**config.mk**
```make
export PLATFORM = sky130hd
export DESIGN_NAME = elgamal_modexp_cipher
export DESIGN_NICKNAME = d
export VERILOG_FILES = /design/src/sv/emc_pkg.sv /design/src/sv/emc_mulmod.sv /design/src/sv/emc_sequencer.sv /design/src/sv/emc_datapath.sv /design/src/sv/elgamal_modexp_cipher.sv
export VERILOG_INCLUDE_DIRS = /design/src /design/src/sv
export SDC_FILE = /design/constraint.sdc
export NUM_CORES = 1
export LEC_CHECK = 0
export ABC_AREA = 1
export BUFFER_PORTS_ARGS = -buffer_cell sky130_fd_sc_hd__clkbuf_2
export CAP_MARGIN = 20
export CORE_ASPECT_RATIO = 0.5
export CORE_MARGIN = 1
export CORE_UTILIZATION = 60
export DETAILED_ROUTE_END_ITERATION = 10
export GPL_TIMING_DRIVEN = 1
export HOLD_SLACK_MARGIN = 0.05
export PLACE_DENSITY = 0.85
export SLEW_MARGIN = 20
export SYNTH_ARGS = -nofsm -noshare
export SYNTH_HDL_FRONTEND = slang
export SYNTH_HIERARCHICAL = 1
export SYNTH_SLANG_ARGS = --single-unit
```
**constraint.sdc**
```tcl
create_clock -name clk -period 5.6 [get_ports clk]
set_input_delay 0.84 -clock clk [delete_from_list [all_inputs] [get_ports clk]]
set_output_delay 0.84 -clock clk [all_outputs]
set_load 0.1 [all_outputs]
```
**src/sv/elgamal_modexp_cipher_defines.svh**
```systemverilog
// Assertion macros shared by the ElGamal engine RTL.
`ifndef ELGAMAL_MODEXP_CIPHER_DEFINES_SVH
`define ELGAMAL_MODEXP_CIPHER_DEFINES_SVH

// Check a consequence in the same cycle as its antecedent.
`define EMC_ASSERT_SAME(lbl, clk, rst_n, ante, cons, msg) \
    lbl: assert property (@(posedge clk) disable iff (!rst_n) (ante) |-> (cons)) \
        else $error(msg);

// Check a consequence in the cycle after its antecedent.
`define EMC_ASSERT_NEXT(lbl, clk, rst_n, ante, cons, msg) \
    lbl: assert property (@(posedge clk) disable iff (!rst_n) (ante) |=> (cons)) \
        else $error(msg);

`endif

```
**src/sv/emc_pkg.sv**
```systemverilog
// Shared types, codes and the microcode program of the ElGamal engine.
`default_nettype none

package emc_pkg;

    // Fixed width of the item and result fields
    localparam int FIELD_W = 16;
    // Microcode address width
    localparam int PC_W = 5;

    // Configuration register indexes
    typedef enum logic [1:0] {
        CFG_MODULUS   = 2'd0,
        CFG_GENERATOR = 2'd1,
        CFG_PRIVATE   = 2'd2,
        CFG_PUBLIC    = 2'd3
    } cfg_index_t;

    // Microcode operation
    typedef enum logic [1:0] {
        UOP_NOP,
        UOP_MUL,
        UOP_SHIFT,
        UOP_OUT
    } uop_t;

    // Jump condition
    typedef enum logic [2:0] {
        JC_NONE,
        JC_BAD,
        JC_DECRYPT,
        JC_BIT_CLR,
        JC_MORE
    } jcond_t;

    // Multiplier operand source (bits scanned, any value)
    typedef enum logic [3:0] {
        MS_RA,
        MS_RB,
        MS_RC,
        MS_RD,
        MS_GEN,
        MS_PUB,
        MS_MSG,
        MS_C1,
        MS_C2
    } msrc_t;

    // Addend operand source (always below the modulus)
    typedef enum logic [2:0] {
        AS_ONE,
        AS_RA,
        AS_RB,
        AS_RC,
        AS_RD
    } asrc_t;

    // Product destination
    typedef enum logic [1:0] {
        DST_RA,
        DST_RB,
        DST_RC,
        DST_RD
    } dst_t;

    // Sequencer state
    typedef enum logic [1:0] {
        SEQ_IDLE,
        SEQ_RUN,
        SEQ_WAIT
    } seq_state_t;

    // One control word
    typedef struct packed {
        uop_t              op;
        jcond_t            cond;
        logic [PC_W-1:0]   target;
        msrc_t             src_m;
        asrc_t             src_a;
        dst_t              dst;
    } uword_t;

    // Datapath control from the sequencer
    typedef struct packed {
        logic   mul_start;
        logic   mul_write;
        logic   shift;
        logic   emit;
        msrc_t  src_m;
        asrc_t  src_a;
        dst_t   dst;
    } dp_ctrl_t;

    // Datapath status to the sequencer
    typedef struct packed {
        logic bad;
        logic decrypt;
        logic exp_bit;
        logic last;
        logic mul_done;
    } dp_stat_t;

    // Program labels
    localparam logic [PC_W-1:0] L_ELOOP = 5'd4;
    localparam logic [PC_W-1:0] L_ESQ   = 5'd7;
    localparam logic [PC_W-1:0] L_OUT   = 5'd11;
    localparam logic [PC_W-1:0] L_DEC   = 5'd12;
    localparam logic [PC_W-1:0] L_DLOOP = 5'd13;
    localparam logic [PC_W-1:0] L_DSQ   = 5'd15;

    // Build one control word
    function automatic uword_t uw(input uop_t op, input jcond_t jc,
                                  input logic [PC_W-1:0] tgt, input msrc_t m,
                                  input asrc_t a, input dst_t d);
        uword_t w;
        w.op     = op;
        w.cond   = jc;
        w.target = tgt;
        w.src_m  = m;
        w.src_a  = a;
        w.dst    = d;
        return w;
    endfunction

    // Program: encrypt runs g^k and y^k side by side then m, decrypt runs c1^e then c2
    function automatic uword_t emc_rom(input logic [PC_W-1:0] addr);
        uword_t w;
        case (addr)
            5'd0:  w = uw(UOP_NOP,   JC_BAD,     L_OUT,   MS_RA,  AS_ONE, DST_RA);
            5'd1:  w = uw(UOP_NOP,   JC_DECRYPT, L_DEC,   MS_RA,  AS_ONE, DST_RA);
            5'd2:  w = uw(UOP_MUL,   JC_NONE,    '0,      MS_GEN, AS_ONE, DST_RB);
            5'd3:  w = uw(UOP_MUL,   JC_NONE,    '0,      MS_PUB, AS_ONE, DST_RD);
            5'd4:  w = uw(UOP_NOP,   JC_BIT_CLR, L_ESQ,   MS_RA,  AS_ONE, DST_RA);
            5'd5:  w = uw(UOP_MUL,   JC_NONE,    '0,      MS_RA,  AS_RB,  DST_RA);
            5'd6:  w = uw(UOP_MUL,   JC_NONE,    '0,      MS_RC,  AS_RD,  DST_RC);
            5'd7:  w = uw(UOP_MUL,   JC_NONE,    '0,      MS_RB,  AS_RB,  DST_RB);
            5'd8:  w = uw(UOP_MUL,   JC_NONE,    '0,      MS_RD,  AS_RD,  DST_RD);
            5'd9:  w = uw(UOP_SHIFT, JC_MORE,    L_ELOOP, MS_RA,  AS_ONE, DST_RA);
            5'd10: w = uw(UOP_MUL,   JC_NONE,    '0,      MS_MSG, AS_RC,  DST_RC);
            5'd11: w = uw(UOP_OUT,   JC_NONE,    '0,      MS_RA,  AS_ONE, DST_RA);
            5'd12: w = uw(UOP_MUL,   JC_NONE,    '0,      MS_C1,  AS_ONE, DST_RB);
            5'd13: w = uw(UOP_NOP,   JC_BIT_CLR, L_DSQ,   MS_RA,  AS_ONE, DST_RA);
            5'd14: w = uw(UOP_MUL,   JC_NONE,    '0,      MS_RA,  AS_RB,  DST_RA);
            5'd15: w = uw(UOP_MUL,   JC_NONE,    '0,      MS_RB,  AS_RB,  DST_RB);
            5'd16: w = uw(UOP_SHIFT, JC_MORE,    L_DLOOP, MS_RA,  AS_ONE, DST_RA);
            5'd17: w = uw(UOP_MUL,   JC_NONE,    '0,      MS_C2,  AS_RA,  DST_RA);
            default: w = uw(UOP_OUT, JC_NONE,    '0,      MS_RA,  AS_ONE, DST_RA);
        endcase
        return w;
    endfunction

endpackage

`default_nettype wire

```
**src/sv/emc_mulmod.sv**
```systemverilog
// Bit-serial modular multiplier: one multiplier bit per cycle, MSB first.
`default_nettype none
`include "elgamal_modexp_cipher_defines.svh"

module emc_mulmod #(
    parameter int MOD_BITS = 16
) (
    input  wire logic                clk,
    input  wire logic                rst_n,
    input  wire logic                start,
    input  wire logic [MOD_BITS-1:0] multiplier,
    input  wire logic [MOD_BITS-1:0] addend,
    input  wire logic [MOD_BITS-1:0] modulus,
    output logic                     done,
    output logic [MOD_BITS-1:0]      product
);

    localparam int EW    = MOD_BITS + 2;
    localparam int CNT_W = $clog2(MOD_BITS + 1);

    logic                busy_reg, busy_next;
    logic                done_reg, done_next;
    logic [CNT_W-1:0]    cnt_reg, cnt_next;
    logic [MOD_BITS-1:0] acc_reg, acc_next;
    logic [MOD_BITS-1:0] mreg_reg, mreg_next;
    logic [MOD_BITS-1:0] areg_reg, areg_next;
    logic [EW-1:0]       sum;
    logic [EW-1:0]       p1;
    logic [EW-1:0]       p2;
    logic [EW-1:0]       red;

    // Double, add on a set bit, then drop zero, one or two moduli
    always_comb
    begin
        p1  = EW'(modulus);
        p2  = EW'({modulus, 1'b0});
        sum = {1'b0, acc_reg, 1'b0} + (mreg_reg[MOD_BITS-1] ? EW'(areg_reg) : '0);
        if (sum >= p2)
        begin
            red = sum - p2;
        end
        else if (sum >= p1)
        begin
            red = sum - p1;
        end
        else
        begin
            red = sum;
        end
    end

    // Advance the iteration
    always_comb
    begin
        busy_next = busy_reg;
        done_next = 1'b0;
        cnt_next  = cnt_reg;
        acc_next  = acc_reg;
        mreg_next = mreg_reg;
        areg_next = areg_reg;
        if (start && !busy_reg)
        begin
            busy_next = 1'b1;
            cnt_next  = CNT_W'(MOD_BITS);
            acc_next  = '0;
            mreg_next = multiplier;
            areg_next = addend;
        end
        else if (busy_reg)
        begin
            acc_next  = red[MOD_BITS-1:0];
            mreg_next = {mreg_reg[MOD_BITS-2:0], 1'b0};
            cnt_next  = cnt_reg - CNT_W'(1);
            if (cnt_reg == CNT_W'(1))
            begin
                busy_next = 1'b0;
                done_next = 1'b1;
            end
        end
    end

    // Hold control state
    always_ff @(posedge clk or negedge rst_n)
    begin
        if (!rst_n)
        begin
            busy_reg <= 1'b0;
            done_reg <= 1'b0;
            cnt_reg  <= '0;
        end
        else
        begin
            busy_reg <= busy_next;
            done_reg <= done_next;
            cnt_reg  <= cnt_next;
        end
    end

    // Hold operands and the partial product
    always_ff @(posedge clk)
    begin
        acc_reg  <= acc_next;
        mreg_reg <= mreg_next;
        areg_reg <= areg_next;
    end

    assign done    = done_reg;
    assign product = acc_reg;

    `EMC_ASSERT_NEXT(a_start_busy, clk, rst_n, start && !busy_reg, busy_reg, "multiply did not start")
    `EMC_ASSERT_SAME(a_done_idle, clk, rst_n, done_reg, !busy_reg, "multiply done while still busy")

endmodule

`default_nettype wire

```
**src/sv/emc_sequencer.sv**
```systemverilog
// Microcode sequencer: step counter, program fetch and conditional jumps.
`default_nettype none

module emc_sequencer (
    input  wire logic              clk,
    input  wire logic              rst_n,
    input  wire logic              accept,
    input  wire emc_pkg::dp_stat_t stat,
    output emc_pkg::dp_ctrl_t      ctrl,
    output logic                   busy
);

    import emc_pkg::*;

    seq_state_t      state_reg, state_next;
    logic [PC_W-1:0] pc_reg, pc_next;
    uword_t          word;
    logic            taken;

    // Fetch the current control word
    assign word = emc_rom(pc_reg);

    // Evaluate the jump condition
    always_comb
    begin
        case (word.cond)
            JC_BAD:     taken = stat.bad;
            JC_DECRYPT: taken = stat.decrypt;
            JC_BIT_CLR: taken = !stat.exp_bit;
            JC_MORE:    taken = !stat.last;
            default:    taken = 1'b0;
        endcase
    end

    // Next state and step counter
    always_comb
    begin
        state_next = state_reg;
        pc_next    = pc_reg;
        case (state_reg)
            SEQ_IDLE:
            begin
                if (accept)
                begin
                    state_next = SEQ_RUN;
                    pc_next    = '0;
                end
            end
            SEQ_RUN:
            begin
                case (word.op)
                    UOP_MUL:
                    begin
                        state_next = SEQ_WAIT;
                    end
                    UOP_OUT:
                    begin
                        state_next = SEQ_IDLE;
                    end
                    default:
                    begin
                        pc_next = taken ? word.target : pc_reg + PC_W'(1);
                    end
                endcase
            end
            SEQ_WAIT:
            begin
                if (stat.mul_done)
                begin
                    state_next = SEQ_RUN;
                    pc_next    = pc_reg + PC_W'(1);
                end
            end
            default:
            begin
                state_next = SEQ_IDLE;
            end
        endcase
    end

    // Drive datapath controls
    always_comb
    begin
        ctrl.mul_start = 1'b0;
        ctrl.mul_write = 1'b0;
        ctrl.shift     = 1'b0;
        ctrl.emit      = 1'b0;
        ctrl.src_m     = word.src_m;
        ctrl.src_a     = word.src_a;
        ctrl.dst       = word.dst;
        case (state_reg)
            SEQ_RUN:
            begin
                ctrl.mul_start = (word.op == UOP_MUL);
                ctrl.shift     = (word.op == UOP_SHIFT);
                ctrl.emit      = (word.op == UOP_OUT);
            end
            SEQ_WAIT:
            begin
                ctrl.mul_write = stat.mul_done;
            end
            default:
            begin
                ctrl.mul_start = 1'b0;
            end
        endcase
    end

    assign busy = (state_reg != SEQ_IDLE);

    // Hold state and step counter
    always_ff @(posedge clk or negedge rst_n)
    begin
        if (!rst_n)
        begin
            state_reg <= SEQ_IDLE;
            pc_reg    <= '0;
        end
        else
        begin
            state_reg <= state_next;
            pc_reg    <= pc_next;
        end
    end

endmodule

`default_nettype wire

```
**src/sv/emc_datapath.sv**
```systemverilog
// Datapath: working registers, exponent shifter and result registers.
`default_nettype none

module emc_datapath #(
    parameter int MOD_BITS = 16
) (
    input  wire logic                         clk,
    input  wire logic                         rst_n,
    input  wire logic                         accept,
    input  wire logic                         command,
    input  wire logic [emc_pkg::FIELD_W-1:0]  message,
    input  wire logic [emc_pkg::FIELD_W-1:0]  ephemeral_key,
    input  wire logic [emc_pkg::FIELD_W-1:0]  cipher_first,
    input  wire logic [emc_pkg::FIELD_W-1:0]  cipher_second,
    input  wire logic [MOD_BITS-1:0]          modulus,
    input  wire logic [MOD_BITS-1:0]          generator,
    input  wire logic [MOD_BITS-1:0]          private_key,
    input  wire logic [MOD_BITS-1:0]          public_key,
    input  wire emc_pkg::dp_ctrl_t            ctrl,
    output emc_pkg::dp_stat_t                 stat,
    output logic [emc_pkg::FIELD_W-1:0]       result_first,
    output logic [emc_pkg::FIELD_W-1:0]       result_second,
    output logic                              status,
    output logic                              done
);

    import emc_pkg::*;

    localparam int CNT_W = $clog2(MOD_BITS + 1);

    logic                bad_reg;
    logic                cmd_reg;
    logic [CNT_W-1:0]    cnt_reg;
    logic                done_reg;
    logic [MOD_BITS-1:0] exp_reg;
    logic [MOD_BITS-1:0] msg_reg;
    logic [MOD_BITS-1:0] c1_reg;
    logic [MOD_BITS-1:0] c2_reg;
    logic [MOD_BITS-1:0] ra_reg;
    logic [MOD_BITS-1:0] rb_reg;
    logic [MOD_BITS-1:0] rc_reg;
    logic [MOD_BITS-1:0] rd_reg;
    logic [FIELD_W-1:0]  res1_reg;
    logic [FIELD_W-1:0]  res2_reg;
    logic                st_reg;
    logic                bad_cfg;
    logic [MOD_BITS-1:0] dec_exp;
    logic [MOD_BITS-1:0] op_m;
    logic [MOD_BITS-1:0] op_a;
    logic                mul_done;
    logic [MOD_BITS-1:0] product;

    // Check the configuration and form the decrypt exponent p-1-x
    assign bad_cfg = (modulus < MOD_BITS'(3)) || (private_key > modulus - MOD_BITS'(2));
    assign dec_exp = modulus - MOD_BITS'(1) - private_key;

    // Select the scanned operand
    always_comb
    begin
        case (ctrl.src_m)
            MS_RA:   op_m = ra_reg;
            MS_RB:   op_m = rb_reg;
            MS_RC:   op_m = rc_reg;
            MS_RD:   op_m = rd_reg;
            MS_GEN:  op_m = generator;
            MS_PUB:  op_m = public_key;
            MS_MSG:  op_m = msg_reg;
            MS_C1:   op_m = c1_reg;
            MS_C2:   op_m = c2_reg;
            default: op_m = '0;
        endcase
    end

    // Select the reduced operand
    always_comb
    begin
        case (ctrl.src_a)
            AS_ONE:  op_a = MOD_BITS'(1);
            AS_RA:   op_a = ra_reg;
            AS_RB:   op_a = rb_reg;
            AS_RC:   op_a = rc_reg;
            AS_RD:   op_a = rd_reg;
            default: op_a = '0;
        endcase
    end

    emc_mulmod #(
        .MOD_BITS (MOD_BITS)
    ) u_mulmod (
        .clk        (clk),
        .rst_n      (rst_n),
        .start      (ctrl.mul_start),
        .multiplier (op_m),
        .addend     (op_a),
        .modulus    (modulus),
        .done       (mul_done),
        .product    (product)
    );

    // Report status to the sequencer
    always_comb
    begin
        stat.bad      = bad_reg;
        stat.decrypt  = cmd_reg;
        stat.exp_bit  = exp_reg[0];
        stat.last     = (cnt_reg == CNT_W'(1));
        stat.mul_done = mul_done;
    end

    // Hold control flags and the loop count
    always_ff @(posedge clk or negedge rst_n)
    begin
        if (!rst_n)
        begin
            bad_reg  <= 1'b0;
            cmd_reg  <= 1'b0;
            cnt_reg  <= '0;
            done_reg <= 1'b0;
        end
        else
        begin
            done_reg <= ctrl.emit;
            if (accept)
            begin
                bad_reg <= bad_cfg;
                cmd_reg <= command;
                cnt_reg <= CNT_W'(MOD_BITS);
            end
            else if (ctrl.shift)
            begin
                cnt_reg <= cnt_reg - CNT_W'(1);
            end
        end
    end

    // Load the request, shift the exponent, write products, capture results
    always_ff @(posedge clk)
    begin
        if (accept)
        begin
            msg_reg <= MOD_BITS'(message);
            c1_reg  <= MOD_BITS'(cipher_first);
            c2_reg  <= MOD_BITS'(cipher_second);
            exp_reg <= command ? dec_exp : MOD_BITS'(ephemeral_key);
            ra_reg  <= MOD_BITS'(1);
            rc_reg  <= MOD_BITS'(1);
        end
        else
        begin
            if (ctrl.shift)
            begin
                exp_reg <= exp_reg >> 1;
            end
            if (ctrl.mul_write)
            begin
                case (ctrl.dst)
                    DST_RA:  ra_reg <= product;
                    DST_RB:  rb_reg <= product;
                    DST_RC:  rc_reg <= product;
                    DST_RD:  rd_reg <= product;
                    default: ra_reg <= product;
                endcase
            end
        end
        if (ctrl.emit)
        begin
            res1_reg <= bad_reg ? '0 : FIELD_W'(ra_reg);
            res2_reg <= (bad_reg || cmd_reg) ? '0 : FIELD_W'(rc_reg);
            st_reg   <= bad_reg;
        end
    end

    assign result_first  = res1_reg;
    assign result_second = res2_reg;
    assign status        = st_reg;
    assign done          = done_reg;

endmodule

`default_nettype wire

```
**src/sv/elgamal_modexp_cipher.sv**
```systemverilog
// Top level of the ElGamal engine: configuration registers, sequencer, datapath.
// W = MOD_BITS; every multiply runs in the single shared multiplier unit. Per request:
//   encrypt scans all W key bits, multiplying in g and y powers on set bits, then m.
//   decrypt scans all W bits of p-1-x, multiplying in c1 powers on set bits, then c2.
// One request at a time: busy stays high until the result strobe; done lasts one cycle.
// A bad configuration skips every multiply. Reset loads the default key set and idles.
`default_nettype none
`include "elgamal_modexp_cipher_defines.svh"

module elgamal_modexp_cipher #(
    parameter int MOD_BITS = 16
) (
    input  wire logic                        clk,
    input  wire logic                        rst_n,
    input  wire logic                        cfg_we,
    input  wire emc_pkg::cfg_index_t         cfg_index,
    input  wire logic [MOD_BITS-1:0]         cfg_data,
    input  wire logic                        start,
    output logic                             busy,
    input  wire logic                        command,
    input  wire logic [emc_pkg::FIELD_W-1:0] message,
    input  wire logic [emc_pkg::FIELD_W-1:0] ephemeral_key,
    input  wire logic [emc_pkg::FIELD_W-1:0] cipher_first,
    input  wire logic [emc_pkg::FIELD_W-1:0] cipher_second,
    output logic                             done,
    output logic [emc_pkg::FIELD_W-1:0]      result_first,
    output logic [emc_pkg::FIELD_W-1:0]      result_second,
    output logic                             status
);

    import emc_pkg::*;

    logic [MOD_BITS-1:0] modulus_reg;
    logic [MOD_BITS-1:0] generator_reg;
    logic [MOD_BITS-1:0] private_reg;
    logic [MOD_BITS-1:0] public_reg;
    logic                accept;
    logic                seq_busy;
    dp_ctrl_t            ctrl;
    dp_stat_t            stat;

    assign accept = start && !seq_busy;
    assign busy   = seq_busy;

    // Write configuration registers
    always_ff @(posedge clk or negedge rst_n)
    begin
        if (!rst_n)
        begin
            modulus_reg   <= MOD_BITS'(65521);
            generator_reg <= MOD_BITS'(2);
            private_reg   <= MOD_BITS'(1);
            public_reg    <= MOD_BITS'(2);
        end
        else if (cfg_we)
        begin
            case (cfg_index)
                CFG_MODULUS:   modulus_reg   <= cfg_data;
                CFG_GENERATOR: generator_reg <= cfg_data;
                CFG_PRIVATE:   private_reg   <= cfg_data;
                CFG_PUBLIC:    public_reg    <= cfg_data;
                default:       modulus_reg   <= modulus_reg;
            endcase
        end
    end

    emc_sequencer u_seq (
        .clk    (clk),
        .rst_n  (rst_n),
        .accept (accept),
        .stat   (stat),
        .ctrl   (ctrl),
        .busy   (seq_busy)
    );

    emc_datapath #(
        .MOD_BITS (MOD_BITS)
    ) u_dp (
        .clk           (clk),
        .rst_n         (rst_n),
        .accept        (accept),
        .command       (command),
        .message       (message),
        .ephemeral_key (ephemeral_key),
        .cipher_first  (cipher_first),
        .cipher_second (cipher_second),
        .modulus       (modulus_reg),
        .generator     (generator_reg),
        .private_key   (private_reg),
        .public_key    (public_reg),
        .ctrl          (ctrl),
        .stat          (stat),
        .result_first  (result_first),
        .result_second (result_second),
        .status        (status),
        .done          (done)
    );

    `EMC_ASSERT_NEXT(a_accept_busy, clk, rst_n, start && !busy, busy, "request accepted but not busy")
    `EMC_ASSERT_SAME(a_done_after_busy, clk, rst_n, done, $past(busy), "result without a running request")

endmodule

`default_nettype wire
```
==> Word level (Yosys, flattened, before mapping) <==
Memories as Yosys holds them, arrays and structs flattened.
Index checks and enable logic that the tools add are counted.
{ "classes": {"addsub": 9, "order_cmp": 4, "eq_ne": 33, "mux": 33, "n_bitwise": 1, "n_reduce_logical": 28} }
{ "ops": {"columns": ["op", "n"], "rows": [
  ["$pmux 16 s9", 1],
  ["$mux 16", 8],
  ["$pmux 16 s5", 1],
  ["$sub 16x16->16", 3],
  ["$mux 5", 8],
  ["$add 17x16->18", 1],
  ["$ge 18x16->1", 1],
  ["$ge 18x17->1", 1],
  ["$eq 4x3->1 const B", 4],
  ["$gt 16x16->1", 1],
  ["$lt 16x2->1 const B", 1],
  ["$sub 16x1->16 const B", 1],
  ["$sub 16x2->16 const B", 1],
  ["$pmux 5 s3", 1],
  ["$eq 2x2->1 const B", 7],
  ["$eq 3x2->1 const B", 4],
  ["$reduce_and 2->1", 6],
  ["$eq 5x1->1 const B", 2],
  ["$sub 5x1->5 const B", 2],
  ["$reduce_and 3->1", 3],
  ["$eq 2x1->1 const B", 4],
  ["$eq 4x2->1 const B", 2],
  ["$mux 1", 8],
  ["$eq 3x1->1 const B", 2],
  ["other kinds (22)", 35]
]} }
{ "word_totals": {"register_bits": 295, "rom_bits": 576, "inputBits": 87, "out_inout_bits": 35, "wordCells": 136, "n_memories": 1} }
{ "mem_list": {"columns": ["name", "words", "word_bits", "rd", "rd_ports_with_merged_regs", "write_ports", "line_no", "text"], "rows": [
  ["(name not given)", 32, 18, 1, 0, 0, "emc_pkg.sv:128", "case (addr)"]
]} }

==> Longest topological paths before layout <==
{ "logic_depth": {"ltp_word": 6, "depth_mapped": 30, "depth_no_buf": 28} }

==> Modules after synthesis <==
Netlist, hierarchy kept.
{ "by_module_without_submodules": {"columns": ["module", "instances", "cells_per_inst", "area_per_inst_um2", "seq_area_each_um2"], "rows": [
  ["emc_datapath", 1, 1030, 9031.2, 4714.5],
  ["emc_mulmod", 1, 723, 5047.3, 1456.4],
  ["elgamal_modexp_cipher", 1, 287, 2640.0, 1621.6],
  ["emc_sequencer", 1, 155, 1089.8, 175.2]
]} }

==> Least setup slack after synthesis <==
OpenSTA, ideal clock, no wires.
{ "synth_timing": {"path_kind": "reg2reg", "from": "reg u_seq.state_reg[0]", "to": "reg u_dp.rb_reg[0], enable pin", "setup_ns": 0.430, "arrival_time_ns": 4.371, "required_time_ns": 5.170, "slack_ns": 0.799, "path_stages_with_launch": 8, "n_path_buf": 2, "synth_period_minus_slack_ns": 4.801, "cell_sequence": "dfrtp_1 -> inv_1 -> ha_1 -> inv_1 -> nor2_1 -> clkbuf_1 -> clkbuf_1 -> nor4_1"} }
{ "synth_between": {"elab_chain_cells": 5, "word_cells_on_any_way": 7, "classes_between": "eq/ne: 1; mux: 1; bitwise: 1; reduce/logical: 4"} }
{ "synth_rtl": {"columns": ["element", "line_no", "text"], "rows": [
  ["start: declaration", "emc_sequencer.sv:15", "seq_state_t state_reg, state_next;"],
  ["start signal: assignment", "emc_sequencer.sv:121", "state_reg <= state_next;"],
  ["$reduce_bool 2->1", "emc_sequencer.sv:109", "assign busy = (state_reg != SEQ_IDLE);"],
  ["net busy", "elgamal_modexp_cipher.sv:19", "output logic busy,"],
  ["$logic_not 1->1", "elgamal_modexp_cipher.sv:42", "assign accept = start && !seq_busy;"],
  ["$logic_and 1x1->1", "elgamal_modexp_cipher.sv:42", null],
  ["net accept", "elgamal_modexp_cipher.sv:37", "logic accept;"],
  ["$not 1->1 (no line)", null, null],
  ["$reduce_and 3->1 (no line)", null, null],
  ["end signal: assignment", "emc_datapath.sv:158", "DST_RB: rb_reg <= product;"],
  ["end: declaration", "emc_datapath.sv:40", "logic [MOD_BITS-1:0] rb_reg;"]
]} }
The timed path passes the listed nets, and every way through them passes these cells.
A chain may end at the register's enable or synchronous reset.

==> Final worst setup path <==
{ "layout_timing": {"from": "reg u_dp.u_mulmod.mreg_reg[15]", "to": "reg u_dp.u_mulmod.acc_reg[8] (netlist: u_dp/u_mulmod/product[8])"} }
{ "layout_between": {"elab_chain_cells": 5, "word_cells_on_any_way": 8, "classes_between": "add/sub: 3; order compare: 2; mux: 3"} }
{ "layout_rtl": {"columns": ["element", "line_no", "text"], "rows": [
  ["start: declaration", "emc_mulmod.sv:25", "logic [MOD_BITS-1:0] mreg_reg, mreg_next;"],
  ["start signal: assignment", "emc_mulmod.sv:103", "mreg_reg <= mreg_next;"],
  ["$mux 16 *", "emc_mulmod.sv:37", "sum = {1'b0, acc_reg, 1'b0} + (mreg_reg[MOD_BITS-1] ? EW'(areg_reg) : '0);"],
  ["$add 17x16->18 *", "emc_mulmod.sv:37", null],
  ["$sub 16x16->16 or $ge 18x16->1 (tied branches)", "emc_mulmod.sv:44, emc_mulmod.sv:42", null],
  ["$mux 16", "emc_mulmod.sv:42", "else if (sum >= p1)"],
  ["$mux 16 *", "emc_mulmod.sv:38", "if (sum >= p2)"],
  ["end signal: assignment", "emc_mulmod.sv:102", "acc_reg <= acc_next;"],
  ["end: declaration", "emc_mulmod.sv:24", "logic [MOD_BITS-1:0] acc_reg, acc_next;"]
]} }
Every way passes the cells marked *; elsewhere a longest branch is shown, timed or not.

==> results.yml <==
timing:
  worstMarginPinSlew_ns: 0.975
  fmax_mhz: 230
  drv_slew: 0
  fin_crit_sh_pct: 77.7
  finalSetupTns_ns: 0
  setup_viol: 0
  grt_setup_unrepaired: "false"
  clock_skew_ns: 0.0288
  slew-limit-headroom_pct: 34.8
  finalHoldViolations: 0
  min_period_ns: 4.35
die:
  start_util_pct: 61.3
  chipWidth_um: 246
  rows: 44
  die_h_um: 124
  core-area_um2: 29100
  fp.dieArea_um2: 30400
  io_pins: 122
clock_network:
  htree_levels: 1
  cts_tree: "built"
  cts_resized: 0
  postCtsHoldBufs: 0
  clk_path_buf_depth: 3
  clkTransAtPathRegs_ns: 0.07
  cts_sinks: 295
  root_buffer: "clkbuf_16"
  cts_buffers: 26
  post_cts_buffers: 0
  clock_latency_ns: 0.57
setup_path:
  r2r_slack_ns: 1.25
  rr_endpoint: "u_dp/u_mulmod/product[8]"
  reg2reg_depth: 27
  path_class: "reg -> reg"
  arrival_ns: 4.84
  path_max_fanout: 16
  crit_start: "u_dp/u_mulmod/mreg_reg[15]"
  endpoint_kind: "register"
  crit_path_end: "u_dp/u_mulmod/product[8]"
  cp-start-kind: "register"
  reg2reg_from: "u_dp/u_mulmod/mreg_reg[15]"
  required_ns: 6.09
power:
  irDropWorstVdd_mv: 0.368
  p_leak_nw: 9.03
  p_per_area_nw_per_um2: 619
global_route:
  grt_pass1_wl_mm: 80.1
  grt_start_max_net_pins: 62
  grt_overflow_total: 0
  grt_pass1_vias: 15000
  track_usage_pct: 34.5
  antenna_found_initial: 2
cells_and_area:
  antenna_cells: 0
  fillers: 2283
  drive_gt1_share_pct: 12.6
  utilization_pct: 66.9
  final_cell_area_um2: 19500
  areaGrowthSynthToFinish_pct: 9.26
  fin_nets: 2465
synth:
  syn-cell-area_um2: 17800
  synth_warnings: 6
  synthArstFlopShare_pct: 29.2
  syn_avg_cell_area_um2: 8.11
  ys_seq_elements: 295
  synth_nets: 2380
  synth_ff_type: "edfxtp_1"
  synth.distinct_cells: 61
  syn_inst: 2195
  yosysSeqAreaShare_pct: 44.7
  synth_edf_count: 161
drt:
  wire_per_inst_um: 19.4
  drtPass1Iterations: 11
  routed_wl_mm: 52.1
  dr_total_vias: 15900
  drc_errors: 1
  viasPerCell: 5.93
  drtIter0Drc: 2335
  antenna_left: 0
placed_design:
  port_buffers: 121
  dpl_cell_area_um2: 18600
  place.gp.congestion: 0.974
  dp_hpwl_mm: 37.6
outcome:
  outcome: "finished with violations"
  violations: "DRC"
hold_path:
  timing.hold.worst.class: "in -> async"
run:
  max_cap_violations: 0
## per-layer routing
layer / global-route usage (%) / part of all wire, % / up-vias
met2: 51.8 / 42 / 1004
met4: 12.8 / 3.9 / 2
met3: 10.9 / 14 / 165
met5: 0 / 0.025 / -
li1: - / - / 7455
met1: 47.0 / 40 / 7319
## layout by cell type (no fill, tap or decap), drive strengths merged, types with 14 or more instances in the layout
| master | instances |
|---|---|
| nand4 | 70 |
| nor3 | 19 |
| xor2 | 25 |
| o22ai | 30 |
| a31oi | 14 |
| inv | 292 |
| edfxtp | 161 |
| dfrtp | 70 |
| clkbuf | 150 |
| nand3 | 147 |
| ha | 94 |
| dfxtp | 48 |
| nor2 | 155 |
| o221ai | 14 |
| nand2 | 665 |
| a21oi | 119 |
| xnor2 | 24 |
| o21ai | 87 |
| dfstp | 16 |
## through the flow
| stage | setup WS, ns | hold WS [ns] | cells | power [mW] |
|---|---|---|---|---|
| 2_1_floorplan | 0.799 | 0.429 | 2195 | 8.36 |
| 3_3_place_gp | 1.34 | 0.451 | 2643 | 9.87 |
| 3_5_place_dp | 1.32 | 0.460 | 2643 | 9.97 |
| 4_1_cts | 1.28 | 0.177 | 2689 | 11.9 |
| 5_1_grt | 0.759 | 0.191 | 2689 | 12.9 |
| 6_report | 1.25 | 0.183 | 2689 | 12.0 |
## cell type report
class | count | area (um^2) | share of cell area, %
sequential | 295 | 7970 | 40.9
clock buffer | 30 | 666 | 3.42
timing repair buffer | 132 | 691 | 3.55
tap | 391 | 489 | 2.51
multi-input combinational | 1531 | 8340 | 42.9
clock inverter | 16 | 198 | 1.02
inverter | 294 | 1110 | 5.70
## worst min path at each step
stage	start	endpoint	slack, ns	depth (start not counted)
floorplan	u_dp/u_mulmod/cnt_reg[4]	u_dp/u_mulmod/done	0.43	1
global placement	private_reg[0]	private_reg[0]	0.45	2
detailed placement	generator_reg[1]	generator_reg[1]	0.46	2
CTS	rst_n	private_reg[3]	0.18	1
global route	rst_n	private_reg[5]	0.19	1
finish	rst_n	private_reg[3]	0.18	1
## where the power goes
| part | internal, mW | switching [mW] |
|---|---|---|
| Clock | 1.04 | 0.828 |
| Sequential | 2.83 | 0.421 |
| Combinational | 2.34 | 4.58 |
| Total | 6.21 | 5.83 |
## logic make-up (layout without fill, tap and decap cells)
| logic type | after synthesis | count (layout) | synth area share, % |
|---|---|---|---|
| compound gates | 304 | 304 | 10.2 |
| xor+xnor | 49 | 49 | 2.41 |
| fa+ha+maj | 98 | 98 | 7.05 |
| buf+inv | 369 | 472 | 8.59 |
| flops | 295 | 295 | 44.7 |
| simple gates | 1080 | 1080 | 27.0 |
## Yosys cell counts, types with 12 or more instances
cell,instances,area [um^2]
a21oi_1,107,536
a31oi_1,14,87.6
buf_2,23,115
buf_4,12,90.1
clkbuf_1,28,105
dfrtp_1,70,1750
dfstp_2,16,420
dfxtp_1,48,961
edfxtp_1,161,4830
ha_1,94,1180
inv_1,279,1050
nand2_1,639,2400
nand2_2,24,150
nand3_1,139,696
nand4_1,68,425
nor2_1,133,499
nor2_2,15,93.8
nor3_1,16,80.1
o21ai_0,71,355
o21ai_1,14,70.1
o221ai_1,14,123
o22ai_1,30,188
xnor2_1,24,210
xor2_1,25,219
## worst max-delay path: stages (launching register included)
cell and delay [ns]:
edfxtp_1 0.63, nand2_1 0.09, inv_1 0.07, ha_1 0.17
inv_1 0.06, fa_1 0.42, o21ai_2 0.26, nand3_2 0.09
nand2_2 0.12, nand2_1 0.06, nand2_1 0.06, xor2_1 0.35
ha_1 0.35, nand2_1 0.11, inv_1 0.07, nand2_1 0.08
inv_1 0.04, a21oi_1 0.13, nand2_1 0.09, nand2_1 0.07
nand2_1 0.10, nand2_2 0.11, nand2_2 0.07, nor2_4 0.32
nand2_1 0.10, o21ai_1 0.12, nand2_1 0.06, nand2_1 0.08
No activity file was read; power rests on OpenSTA's default activity.
